**src/rtl/v2dc_pkg.sv**
```systemverilog
// Shared types and constants for the valid-mode 2D convolution block.
package v2dc_pkg;

	localparam int KERNEL_ROWS_DEF = 3;
	localparam int KERNEL_COLS_DEF = 3;
	localparam int IMAGE_ROWS_DEF  = 32;
	localparam int IMAGE_COLS_DEF  = 32;
	localparam int SAMPLE_BITS_DEF = 16;

	localparam int VALUE_W   = 16;
	localparam int POS_OUT_W = 5;
	localparam int OUT_DATA_W = 32;

	localparam logic KIND_KERNEL = 1'b0;
	localparam logic KIND_IMAGE  = 1'b1;

	// Per-cycle update strobes from the control path to the window datapath.
	typedef struct packed {
		logic kern_we;
		logic img_we;
	} v2dc_ctl_t;

endpackage

```
**src/rtl/v2dc_line_buf.sv**
```systemverilog
// Column store holding the previous kernel rows of each image column.
module v2dc_line_buf #(
	parameter int DEPTH  = v2dc_pkg::IMAGE_COLS_DEF,
	parameter int WIDTH  = 2 * v2dc_pkg::SAMPLE_BITS_DEF,
	parameter int ADDR_W = (DEPTH > 1) ? $clog2(DEPTH) : 1
) (
	input  logic              clk,
	input  logic              rd_en,
	input  logic [ADDR_W-1:0] rd_addr,
	input  logic              wr_en,
	input  logic [ADDR_W-1:0] wr_addr,
	input  logic [WIDTH-1:0]  wr_data,
	output logic [WIDTH-1:0]  rd_data
);

	logic [WIDTH-1:0] mem_q [DEPTH];
	logic [WIDTH-1:0] rd_data_q;

	always_ff @(posedge clk) begin
		if (wr_en) begin
			mem_q[wr_addr] <= wr_data;
		end
	end

	// forward a write that lands on the address being read in the same cycle
	always_ff @(posedge clk) begin
		if (rd_en) begin
			if (wr_en && (wr_addr == rd_addr)) begin
				rd_data_q <= wr_data;
			end else begin
				rd_data_q <= mem_q[rd_addr];
			end
		end
	end

	assign rd_data = rd_data_q;

endmodule

```
**src/rtl/v2dc_window.sv**
```systemverilog
// Kernel store, sliding sample window and window sum of products.
module v2dc_window #(
	parameter int KERNEL_ROWS = v2dc_pkg::KERNEL_ROWS_DEF,
	parameter int KERNEL_COLS = v2dc_pkg::KERNEL_COLS_DEF,
	parameter int SAMPLE_BITS = v2dc_pkg::SAMPLE_BITS_DEF,
	parameter int LB_W        = (KERNEL_ROWS > 1) ? (KERNEL_ROWS - 1) * SAMPLE_BITS
	                                              : SAMPLE_BITS
) (
	input  logic                   clk,
	input  logic                   arst_n,
	input  v2dc_pkg::v2dc_ctl_t    ctl,
	input  logic [SAMPLE_BITS-1:0] sample,
	input  logic [LB_W-1:0]        lb_rd_data,
	output logic [LB_W-1:0]        lb_wr_data,
	output logic [SAMPLE_BITS-1:0] sum
);

	localparam int KSIZE = KERNEL_ROWS * KERNEL_COLS;
	localparam int KCNT_W = (KSIZE > 1) ? $clog2(KSIZE) : 1;

	logic [SAMPLE_BITS-1:0] kern_q [KSIZE];
	logic [KCNT_W-1:0]      kcnt_q;
	logic [SAMPLE_BITS-1:0] win_q  [KERNEL_ROWS][KERNEL_COLS];
	logic [SAMPLE_BITS-1:0] colvec [KERNEL_ROWS];
	logic [SAMPLE_BITS-1:0] view   [KERNEL_ROWS][KERNEL_COLS];

	// column entering the window: stored rows oldest first, new sample on top
	always_comb begin
		for (int r = 0; r < KERNEL_ROWS; r++) begin
			if (r == KERNEL_ROWS - 1) begin
				colvec[r] = sample;
			end else begin
				colvec[r] = lb_rd_data[r*SAMPLE_BITS +: SAMPLE_BITS];
			end
		end
	end

	// drop the oldest row, append the new sample
	always_comb begin
		lb_wr_data = '0;
		for (int r = 0; r < KERNEL_ROWS - 1; r++) begin
			lb_wr_data[r*SAMPLE_BITS +: SAMPLE_BITS] = colvec[r+1];
		end
		if (KERNEL_ROWS == 1) begin
			lb_wr_data[SAMPLE_BITS-1:0] = sample;
		end
	end

	// window as it stands once the new column is shifted in
	always_comb begin
		for (int r = 0; r < KERNEL_ROWS; r++) begin
			for (int k = 0; k < KERNEL_COLS; k++) begin
				if (k == KERNEL_COLS - 1) begin
					view[r][k] = colvec[r];
				end else begin
					view[r][k] = win_q[r][k+1];
				end
			end
		end
	end

	always_ff @(posedge clk) begin
		if (ctl.img_we) begin
			for (int r = 0; r < KERNEL_ROWS; r++) begin
				for (int k = 0; k < KERNEL_COLS; k++) begin
					win_q[r][k] <= view[r][k];
				end
			end
		end
	end

	always_ff @(posedge clk) begin
		if (ctl.kern_we) begin
			kern_q[kcnt_q] <= sample;
		end
	end

	always_ff @(posedge clk or negedge arst_n) begin
		if (!arst_n) begin
			kcnt_q <= '0;
		end else if (ctl.kern_we) begin
			if (kcnt_q == KCNT_W'(KSIZE - 1)) begin
				kcnt_q <= '0;
			end else begin
				kcnt_q <= kcnt_q + 1'b1;
			end
		end
	end

	// products and sum wrap at the sample width
	always_comb begin
		sum = '0;
		for (int r = 0; r < KERNEL_ROWS; r++) begin
			for (int k = 0; k < KERNEL_COLS; k++) begin
				sum = sum + SAMPLE_BITS'(view[r][k] * kern_q[r*KERNEL_COLS + k]);
			end
		end
	end

endmodule

```
**src/rtl/valid_2d_convolution.sv**
```systemverilog
// Top level of the streaming valid-mode 2D convolution block.
// A result item passes the input register, then the result register, once the image
// item that completes its window is accepted. Throughput: one item per cycle, kernel or
// image, unless a held result stalls the flow; the line buffer is read on accept and
// written back as the item leaves the input register, so the port count sets the rate.
// Reset: arst_n clears the image position, kernel slot count and valid flags; sample and
// kernel storage is left unset until written.
module valid_2d_convolution #(
	parameter int KERNEL_ROWS = v2dc_pkg::KERNEL_ROWS_DEF,
	parameter int KERNEL_COLS = v2dc_pkg::KERNEL_COLS_DEF,
	parameter int IMAGE_ROWS  = v2dc_pkg::IMAGE_ROWS_DEF,
	parameter int IMAGE_COLS  = v2dc_pkg::IMAGE_COLS_DEF,
	parameter int SAMPLE_BITS = v2dc_pkg::SAMPLE_BITS_DEF
) (
	input  logic                              clk,
	input  logic                              arst_n,
	input  logic                              s_tvalid,
	output logic                              s_tready,
	input  logic [v2dc_pkg::VALUE_W-1:0]      s_tdata,  // [15:0] value
	input  logic                              s_tuser,  // [0] kind
	output logic                              m_tvalid,
	input  logic                              m_tready,
	// [15:0] out_value, [20:16] out_row, [25:21] out_col, [31:26] zero
	output logic [v2dc_pkg::OUT_DATA_W-1:0]   m_tdata,
	output logic                              m_tlast
);

	localparam int ROW_W = (IMAGE_ROWS > 1) ? $clog2(IMAGE_ROWS) : 1;
	localparam int COL_W = (IMAGE_COLS > 1) ? $clog2(IMAGE_COLS) : 1;
	localparam int LB_W  = (KERNEL_ROWS > 1) ? (KERNEL_ROWS - 1) * SAMPLE_BITS : SAMPLE_BITS;
	localparam int PW    = v2dc_pkg::POS_OUT_W;
	localparam int VW    = v2dc_pkg::VALUE_W;

	// position of the next image item
	logic [ROW_W-1:0] row_q;
	logic [COL_W-1:0] col_q;

	// input register stage
	logic                   valid_s1;
	logic                   kind_s1;
	logic [SAMPLE_BITS-1:0] sample_s1;
	logic [ROW_W-1:0]       row_s1;
	logic [COL_W-1:0]       col_s1;

	// result register
	logic          out_valid_q;
	logic [VW-1:0] out_value_q;
	logic [PW-1:0] out_row_q;
	logic [PW-1:0] out_col_q;
	logic          out_last_q;

	logic                   in_acc;
	logic                   adv_s1;
	logic                   img_in;
	logic                   res_s1;
	logic                   last_s1;
	logic [ROW_W-1:0]       orow_s1;
	logic [COL_W-1:0]       ocol_s1;
	logic [LB_W-1:0]        lb_rd_data;
	logic [LB_W-1:0]        lb_wr_data;
	logic [SAMPLE_BITS-1:0] sum_s1;
	v2dc_pkg::v2dc_ctl_t    ctl;

	// advance the input stage whenever the result register is free or draining
	assign adv_s1   = valid_s1 && (!out_valid_q || m_tready);
	assign s_tready = !valid_s1 || adv_s1;
	assign in_acc   = s_tvalid && s_tready;
	assign img_in   = in_acc && (s_tuser == v2dc_pkg::KIND_IMAGE);

	// step the raster position on each accepted image item, wrap at frame end
	always_ff @(posedge clk or negedge arst_n) begin
		if (!arst_n) begin
			row_q <= '0;
			col_q <= '0;
		end else if (img_in) begin
			if (col_q == COL_W'(IMAGE_COLS - 1)) begin
				col_q <= '0;
				if (row_q == ROW_W'(IMAGE_ROWS - 1)) begin
					row_q <= '0;
				end else begin
					row_q <= row_q + 1'b1;
				end
			end else begin
				col_q <= col_q + 1'b1;
			end
		end
	end

	always_ff @(posedge clk or negedge arst_n) begin
		if (!arst_n) begin
			valid_s1 <= 1'b0;
		end else if (s_tready) begin
			valid_s1 <= s_tvalid;
		end
	end

	// payload of the input stage; position is captured as seen on accept
	always_ff @(posedge clk) begin
		if (in_acc) begin
			kind_s1   <= s_tuser;
			sample_s1 <= SAMPLE_BITS'($signed(s_tdata));
			row_s1    <= row_q;
			col_s1    <= col_q;
		end
	end

	// kernel items load a coefficient, image items shift the window and write back
	assign ctl.kern_we = adv_s1 && (kind_s1 == v2dc_pkg::KIND_KERNEL);
	assign ctl.img_we  = adv_s1 && (kind_s1 == v2dc_pkg::KIND_IMAGE);

	v2dc_line_buf #(
		.DEPTH (IMAGE_COLS),
		.WIDTH (LB_W),
		.ADDR_W(COL_W)
	) u_line_buf (
		.clk    (clk),
		.rd_en  (in_acc),
		.rd_addr(col_q),
		.wr_en  (ctl.img_we),
		.wr_addr(col_s1),
		.wr_data(lb_wr_data),
		.rd_data(lb_rd_data)
	);

	v2dc_window #(
		.KERNEL_ROWS(KERNEL_ROWS),
		.KERNEL_COLS(KERNEL_COLS),
		.SAMPLE_BITS(SAMPLE_BITS),
		.LB_W       (LB_W)
	) u_window (
		.clk       (clk),
		.arst_n    (arst_n),
		.ctl       (ctl),
		.sample    (sample_s1),
		.lb_rd_data(lb_rd_data),
		.lb_wr_data(lb_wr_data),
		.sum       (sum_s1)
	);

	// a result needs a full window above and to the left of this sample
	assign res_s1  = (kind_s1 == v2dc_pkg::KIND_IMAGE)
	               && (int'(row_s1) >= KERNEL_ROWS - 1)
	               && (int'(col_s1) >= KERNEL_COLS - 1);
	assign last_s1 = (row_s1 == ROW_W'(IMAGE_ROWS - 1)) && (col_s1 == COL_W'(IMAGE_COLS - 1));
	assign orow_s1 = row_s1 - ROW_W'(KERNEL_ROWS - 1);
	assign ocol_s1 = col_s1 - COL_W'(KERNEL_COLS - 1);

	always_ff @(posedge clk or negedge arst_n) begin
		if (!arst_n) begin
			out_valid_q <= 1'b0;
		end else if (adv_s1 && res_s1) begin
			out_valid_q <= 1'b1;
		end else if (m_tready) begin
			out_valid_q <= 1'b0;
		end
	end

	always_ff @(posedge clk) begin
		if (adv_s1 && res_s1) begin
			out_value_q <= VW'($signed(sum_s1));
			out_row_q   <= PW'(orow_s1);
			out_col_q   <= PW'(ocol_s1);
			out_last_q  <= last_s1;
		end
	end

	assign m_tvalid = out_valid_q;
	assign m_tlast  = out_last_q;
	assign m_tdata  = {(v2dc_pkg::OUT_DATA_W - VW - 2 * PW)'(0), out_col_q, out_row_q,
	                   out_value_q};

`ifndef NO_ASSERTIONS
	a_col_range: assert property (@(posedge clk) disable iff (!arst_n)
		int'(col_q) < IMAGE_COLS)
		else $error("image column counter out of range");

	a_row_range: assert property (@(posedge clk) disable iff (!arst_n)
		int'(row_q) < IMAGE_ROWS)
		else $error("image row counter out of range");

	a_result_lands: assert property (@(posedge clk) disable iff (!arst_n)
		(adv_s1 && res_s1) |=> m_tvalid)
		else $error("result item lost between input and result register");

	a_last_pos: assert property (@(posedge clk) disable iff (!arst_n)
		(m_tvalid && m_tlast) |-> (out_col_q == PW'(IMAGE_COLS - KERNEL_COLS)
		                           && out_row_q == PW'(IMAGE_ROWS - KERNEL_ROWS)))
		else $error("last marked away from the final window");

	a_no_write_idle: assert property (@(posedge clk) disable iff (!arst_n)
		!valid_s1 |-> !(ctl.img_we || ctl.kern_we))
		else $error("store update with empty input stage");
`endif

endmodule

```
**config.mk**
```make
export PLATFORM = sky130hd
export DESIGN_NAME = valid_2d_convolution
export DESIGN_NICKNAME = d
export VERILOG_FILES = /design/src/rtl/v2dc_pkg.sv /design/src/rtl/v2dc_line_buf.sv /design/src/rtl/v2dc_window.sv /design/src/rtl/valid_2d_convolution.sv
export SDC_FILE = /design/constraint.sdc
export NUM_CORES = 2
export LEC_CHECK = 0
export ABC_AREA = 1
export BUFFER_PORTS_ARGS = -buffer_cell sky130_fd_sc_hd__buf_2
export CORE_MARGIN = 3
export CORE_UTILIZATION = 60
export DETAILED_ROUTE_END_ITERATION = 6
export GPL_TIMING_DRIVEN = 0
export PLACE_DENSITY = 0.76
export SLEW_MARGIN = 20
export SYNTH_ARGS = -nofsm -noshare
export SYNTH_HDL_FRONTEND = slang
export SYNTH_HIERARCHICAL = 1
export SYNTH_SLANG_ARGS = --single-unit
```
**constraint.sdc**
```tcl
create_clock -name clk -period 14.75 [get_ports clk]
set_input_delay 3.6875 -clock clk [delete_from_list [all_inputs] [get_ports clk]]
set_output_delay 3.6875 -clock clk [all_outputs]
set_load 0.01 [all_outputs]
```
After elaboration in Yosys (flattened, before gate mapping):

Memory sizes are Yosys's and may differ from the RTL's. A register that Yosys moved wholly into a read port is not among the register bits.
Index checks and enable logic that the tools add are counted.

* bits in latches: 0
* flip-flop bits (word level): 70
* bits in read-only memories: 0
* word-level logic and storage cells: 70
* input port bits: 21
* memories: 3
* memory bits (writable): 1312
* output and inout port bits: 35

* order comparisons: 2
* $add $sub $neg: 13
* $mul: 9
* reductions and logical operators: 15
* equality and inequality tests: 5
* bitwise operators: 1
* divide/modulo/power cells: 0
* shift-type cells: 0
* muxes and demuxes: 9

Memories
* u_line_buf.mem_q: depth 32, width 32, rd ports 1, clocked after memory_dff 1, wr ports 1, RTL line v2dc_line_buf.sv:16 `logic [WIDTH-1:0] mem_q [DEPTH];`
* u_window.kern_q: depth 9, width 16, rd ports 9, clocked after memory_dff 0, wr ports 1, RTL line v2dc_window.sv:21 `logic [SAMPLE_BITS-1:0] kern_q [KSIZE];`
* u_window.win_q: depth 3, width 48, rd ports 3, clocked after memory_dff 0, wr ports 3, RTL line v2dc_window.sv:23 `logic [SAMPLE_BITS-1:0] win_q [KERNEL_ROWS][KERNEL_COLS];`

Operators by type and width (number)
* $mul A16 B16 Y16: 9
* $add A16 B16 Y16: 8
* $eq A5 B5 Y1 const B: 4
* $add A5 B1 Y5 const B: 2
* $ge A5 B2 Y1 const B: 2
* $mux W5: 2
* $sub A5 B2 Y5 const B: 2
* $logic_and A1 B1 Y1: 9
* $mux W1: 6
* $add A4 B1 Y4 const B: 1
* $eq A4 B4 Y1 const B: 1
* $mux W4: 1
* $logic_not A1 Y1: 2
* $logic_or A1 B1 Y1: 2
* $reduce_and A2 Y1: 1
* $reduce_bool A2 Y1: 1
* $not A1 Y1: 1

Depth between registers and ports, before layout:

An unclocked memory read counts as a cell.

* depth after elaboration: 10
* mapped depth: 43
* mapped depth without buffers: 41

Cells and area by module:

The synthesis kept the hierarchy.

By module, submodules not included
* v2dc_window: area each 47942.2 um^2, cells an instance 5800, instances 1
* v2dc_line_buf: area each 42788.5 um^2, cells an instance 3553, instances 1
* valid_2d_convolution: area each 2492.4 um^2, cells an instance 170, instances 1

Least setup slack after synthesis:

OpenSTA, ideal clock, no wires.

* path type: input to register
* from: in m_tready
* to: mem u_line_buf/mem_q[27][0] in the netlist's numbering (enable)
* setup slack: 5.691 ns
* stages: 6
* buffers on the path: 0
* setup time: 0.421 ns
* arrival time: 8.638 ns
* cell sequence: inv_2 nand2_1 nand2_1 nor2_2 nand3_1 nor2_1

RTL lines
* start: declaration: RTL line valid_2d_convolution.sv:22 `input logic m_tready,`
* end: declaration: RTL line v2dc_line_buf.sv:16

Final worst setup path:

* from: reg sample_s1[0]
* to: reg out_value_q[15] (data pin)

* longest elaborated chain between the ends: 2

RTL lines
* start: declaration: RTL line valid_2d_convolution.sv:41 `logic [SAMPLE_BITS-1:0] sample_s1;`
* start signal: assignment: RTL line valid_2d_convolution.sv:101 `sample_s1 <= SAMPLE_BITS'($signed(s_tdata));`
* $mul A16 B16 Y16: RTL line v2dc_window.sv:95 `sum = sum + SAMPLE_BITS'(view[r][k] * kern_q[r*KERNEL_COLS + k]);`
* $add A16 B16 Y16: RTL line v2dc_window.sv:95
* net sum_s1[15]: RTL line valid_2d_convolution.sv:61 `logic [SAMPLE_BITS-1:0] sum_s1;`
* end signal: assignment: RTL line valid_2d_convolution.sv:160 `out_value_q <= VW'($signed(sum_s1));`
* end: declaration: RTL line valid_2d_convolution.sv:47 `logic [VW-1:0] out_value_q;`

The timed path passes the listed nets, and every way through them passes these cells.
A chain may end at the register's enable or synchronous reset.

==> implementation parameters <==
Parameter                              Value

Outcome
  Violations in the final reports ... design-rule violations
  Result of the run ... complete, but fails checks

Flow run
  Max Cap Viol ... 0

Yosys
  Most area-hungry cell type in the Yosys netlist ... edfxtp_1
  Sequential-to-total area share from yosys stat ... 43.92%
  Dominant register cell in the synthesized netlist ... edfxtp_1
  Average size of a mapped cell ... 9.789 sq um
  Count of yosys warnings during synthesis ... 6
  Library cell with the highest instance count after synthesis ... nand2_1
  Share of async-settable or async-resettable flops after synthesis ... 1.171%
  Cells taking the most area after synthesis ... edfxtp_1, fa_1, nand2_1
  Top cell type's share of synthesized area ... about 43%
  Number of enable flip-flop cells after synthesis ... 1350
  Number of instances in the synthesized netlist ... 9523
  Cell area after synthesis ... 93220 sq um
  Number of distinct library cells after synthesis ... 47
  Number of flip-flops and latches in the synthesized netlist ... 1366
  Top cells by count, synth ... nand2_1, inv_1, edfxtp_1, nand3_1, fa_1

CTS
  Post-cts sizing count ... 0
  Number of buffers between clock root and the deepest sink ... 3
  CTS Sinks ... around 1.4k
  Root buffer cell ... clkbuf_16
  Number of levels the H-tree was split into ... 4
  Clock buffers created by TritonCTS ... 145
  Post-CTS Repair Setup Buffers ... 0
  Clock latency at the later pin of the worst-skew pair ... 0.81 ns
  Total of hold buffers inserted after clock tree synthesis ... 0
  Worst-path clk slew ... 0.06 ns
  CTS tree ... yes

Floorplanning
  Floorplan core area ... approximately 150000 sq um
  I/O pin total ... 56
  Initial standard-cell utilization of the core ... 60.45%
  Die extent in x ... between 400 and 500 um
  Floorplan row count ... 144
  Area of the die ... 160100 sq um
  Die span in y ... 400.2 um

Critical path
  RR Endpoint ... out_value_q[15]
  Critical path launch point ... sample_s1[0]
  Req. time, crit path ... 15.29 ns
  Slowest library cell on the worst path ... edfxtp_1
  Kind of end point of the critical path ... register
  Source of the worst register-to-register timing path ... sample_s1[0]
  Register-to-register setup slack ... 4.22 ns
  Critical Path Start Type ... register
  Start-to-end type of the worst setup path ... register to register
  Crit path arrival time ... approximately 11 ns
  Highest fanout seen on the critical path ... 12
  Largest stage delay on the critical path ... 1.10 ns
  Destination of the critical timing path ... out_value_q[15]
  Number of cell instances on the worst register-to-register path ... 36
  Cell with the most instances on the worst path ... fa_1

GRT
  Final global-route overflow total ... 0
  First-pass GRT wire length ... 416900 um
  Number of antenna violations at the first check in global routing ... 13
  Largest net degree at the start of global routing ... 38
  Via count of the first global-routing pass ... ~69k
  GRT Overall Usage ... 35.64%

Timing
  Final count of pins violating max slew ... 0
  Number of hold violations in the final report ... 0
  Timing-limited maximum frequency ... 94.93 MHz
  Minimum period implied by the final worst setup slack ... 10.53 ns
  Part of the cycle the worst path needs ... 71.42%
  Worst setup skew after layout ... 0.06485 ns
  Worst slew margin relative to its limit ... 24.04%
  Fin worst setup slack ... 4.216 ns
  Setup Total Neg Slack ... 0 ns
  RSZ-0062 raised after global routing ... no
  Transition at the pin with the smallest max-transition slack ... approximately 1.1 ns
  Total of endpoints with negative setup slack in the final report ... 0

Place
  Estimated wirelength of the detail-placed design ... between 200000 and 250000 um
  Post-Place Cells ... 11.71k
  Buffers added on ports ... about 50
  Placement-stage worst setup slack ... 4.384 ns
  Final Wtd Congestion ... ~1.0

Final layout
  Final-layout fill cell count ... approximately 12k
  Total area of sequential cells ... between 40000 and 50000 sq um
  Number of nets in the finished design ... 11.16k
  Post-layout instance count excluding filler cells ... roughly 12k
  Layout Area Growth over Synthesis ... 10.43%
  Proportion of layout cells with a drive suffix above 1 ... about 7.4%
  Footprint of the multi-input gates ... 42420 sq um

Drt
  Via/cell ratio ... between 5 and 6
  Total Wirelength ... 279300 um
  Residual antenna-violating net count after detailed routing ... 0
  Detailed Routing Iterations Pass 1 ... 7
  # DRC ... 24
  Starting DRC count in detailed routing ... 7697
  Vias ... 67.88k
  Drt wl/cell ... 23.30 um

Min path
  Worst hold path class ... register to register
  Cells on Worst Hold Path ... 0
## cells in the final DEF, fill, tap and decap left out, drive strengths merged, types with 8 or more instances in the layout
cell type,Yosys,layout
nand2,3050,3050
inv,2014,2022
edfxtp,1350,1350
nand3,1028,1028
fa,912,912
buf,306,441
ha,419,419
clkbuf,148,330
nor2,64,64
xor2,61,61
clkinv,6,56
xnor2,53,53
nand3b,24,24
diode,0,19
dfrtp,16,16
bufinv,0,15
nand4,14,14
o21ai,14,14
a21oi,12,12
nor3,9,9
or2,8,8
## through the flow
stage	util (%)	hold WS (ns)	instance area (sq um)
floorplan	-	0.4206	93240
global placement	62.27	0.4294	96040
detailed placement	63.56	0.4289	98030
CTS	66.72	0.4436	102900
global route	66.72	0.4584	102900
finish	66.75	0.4458	102900
## how the worst min path moves through the flow
stage | start | endpoint | slack [ns]
2_1_floorplan | u_line_buf/rd_data[0] | u_window/win_q[0][0] | 0.42
6_report | u_window/win_q[1][6] | u_window/win_q[1][22] | 0.45
3_3_place_gp | u_window/win_q[2][7] | u_window/win_q[2][23] | 0.43
3_5_place_dp | u_window/win_q[2][7] | u_window/win_q[2][23] | 0.43
5_1_grt | u_window/win_q[1][0] | u_window/win_q[1][16] | 0.46
4_1_cts | u_window/win_q[1][0] | u_window/win_q[1][16] | 0.44
## worst max-delay path: cells and delay by family, from the launching register on
kind / cells / cell delay [ns]
AOI/OAI and AO/OA: 6 / 0.98
xor gates and xnor gates: 1 / 0.28
adders and majority gates: 13 / 5.86
buffers and inverters: 10 / 1.51
DFF: 1 / 1.10
and+or+nand+nor: 6 / 0.52
## metal layers
layer	wire, um	up-vias	track usage (%)
li1	-	29830	-
met1	92950	32800	41.21
met2	133100	4097	58.73
met3	29490	1152	8.629
met4	23720	6	24.56
met5	46	-	0
## state kept, by name, summed over array words and instances (netlist names), 16 cells and up
register / flops
u_line_buf/mem_q: 1024
out_value_q: 16
sample_s1: 16
u_window/win_q: 96
u_line_buf/rd_data: 32
u_window/kern_q: 144
## cell families (layout without fill, tap and decap cells)
logic type / Yosys count / after routing / share of synthesized area (%)
AOI/OAI and AO/OA: 36 / 36 / 0.2121
xor gates and xnor gates: 114 / 114 / 1.127
adders and majority gates: 1331 / 1331 / 25.21
buffers and inverters: 2474 / 2869 / 10.92
DFF: 1366 / 1366 / 43.92
other: 1 / 25 / 0.004023
and+or+nand+nor: 4201 / 4201 / 18.62
## layout make-up
| type | count | area share, % |
|---|---|---|
| Inverter | 2020 | 7.380 |
| Tap cell | 2044 | 2.484 |
| Multi-Input combinational cell | 5688 | 41.20 |
| Buffer | 454 | 2.509 |
| Antenna cell | 19 | 0.04619 |
| Sequential cell | 1366 | 39.77 |
| Clock inverter | 78 | 0.9881 |
| Timing Repair Buffer | 135 | 1.879 |
| Clock buffer | 182 | 3.741 |
Power is not shown: default switching activity piles up to over one toggle a cycle in this logic, so the estimate is an artifact.
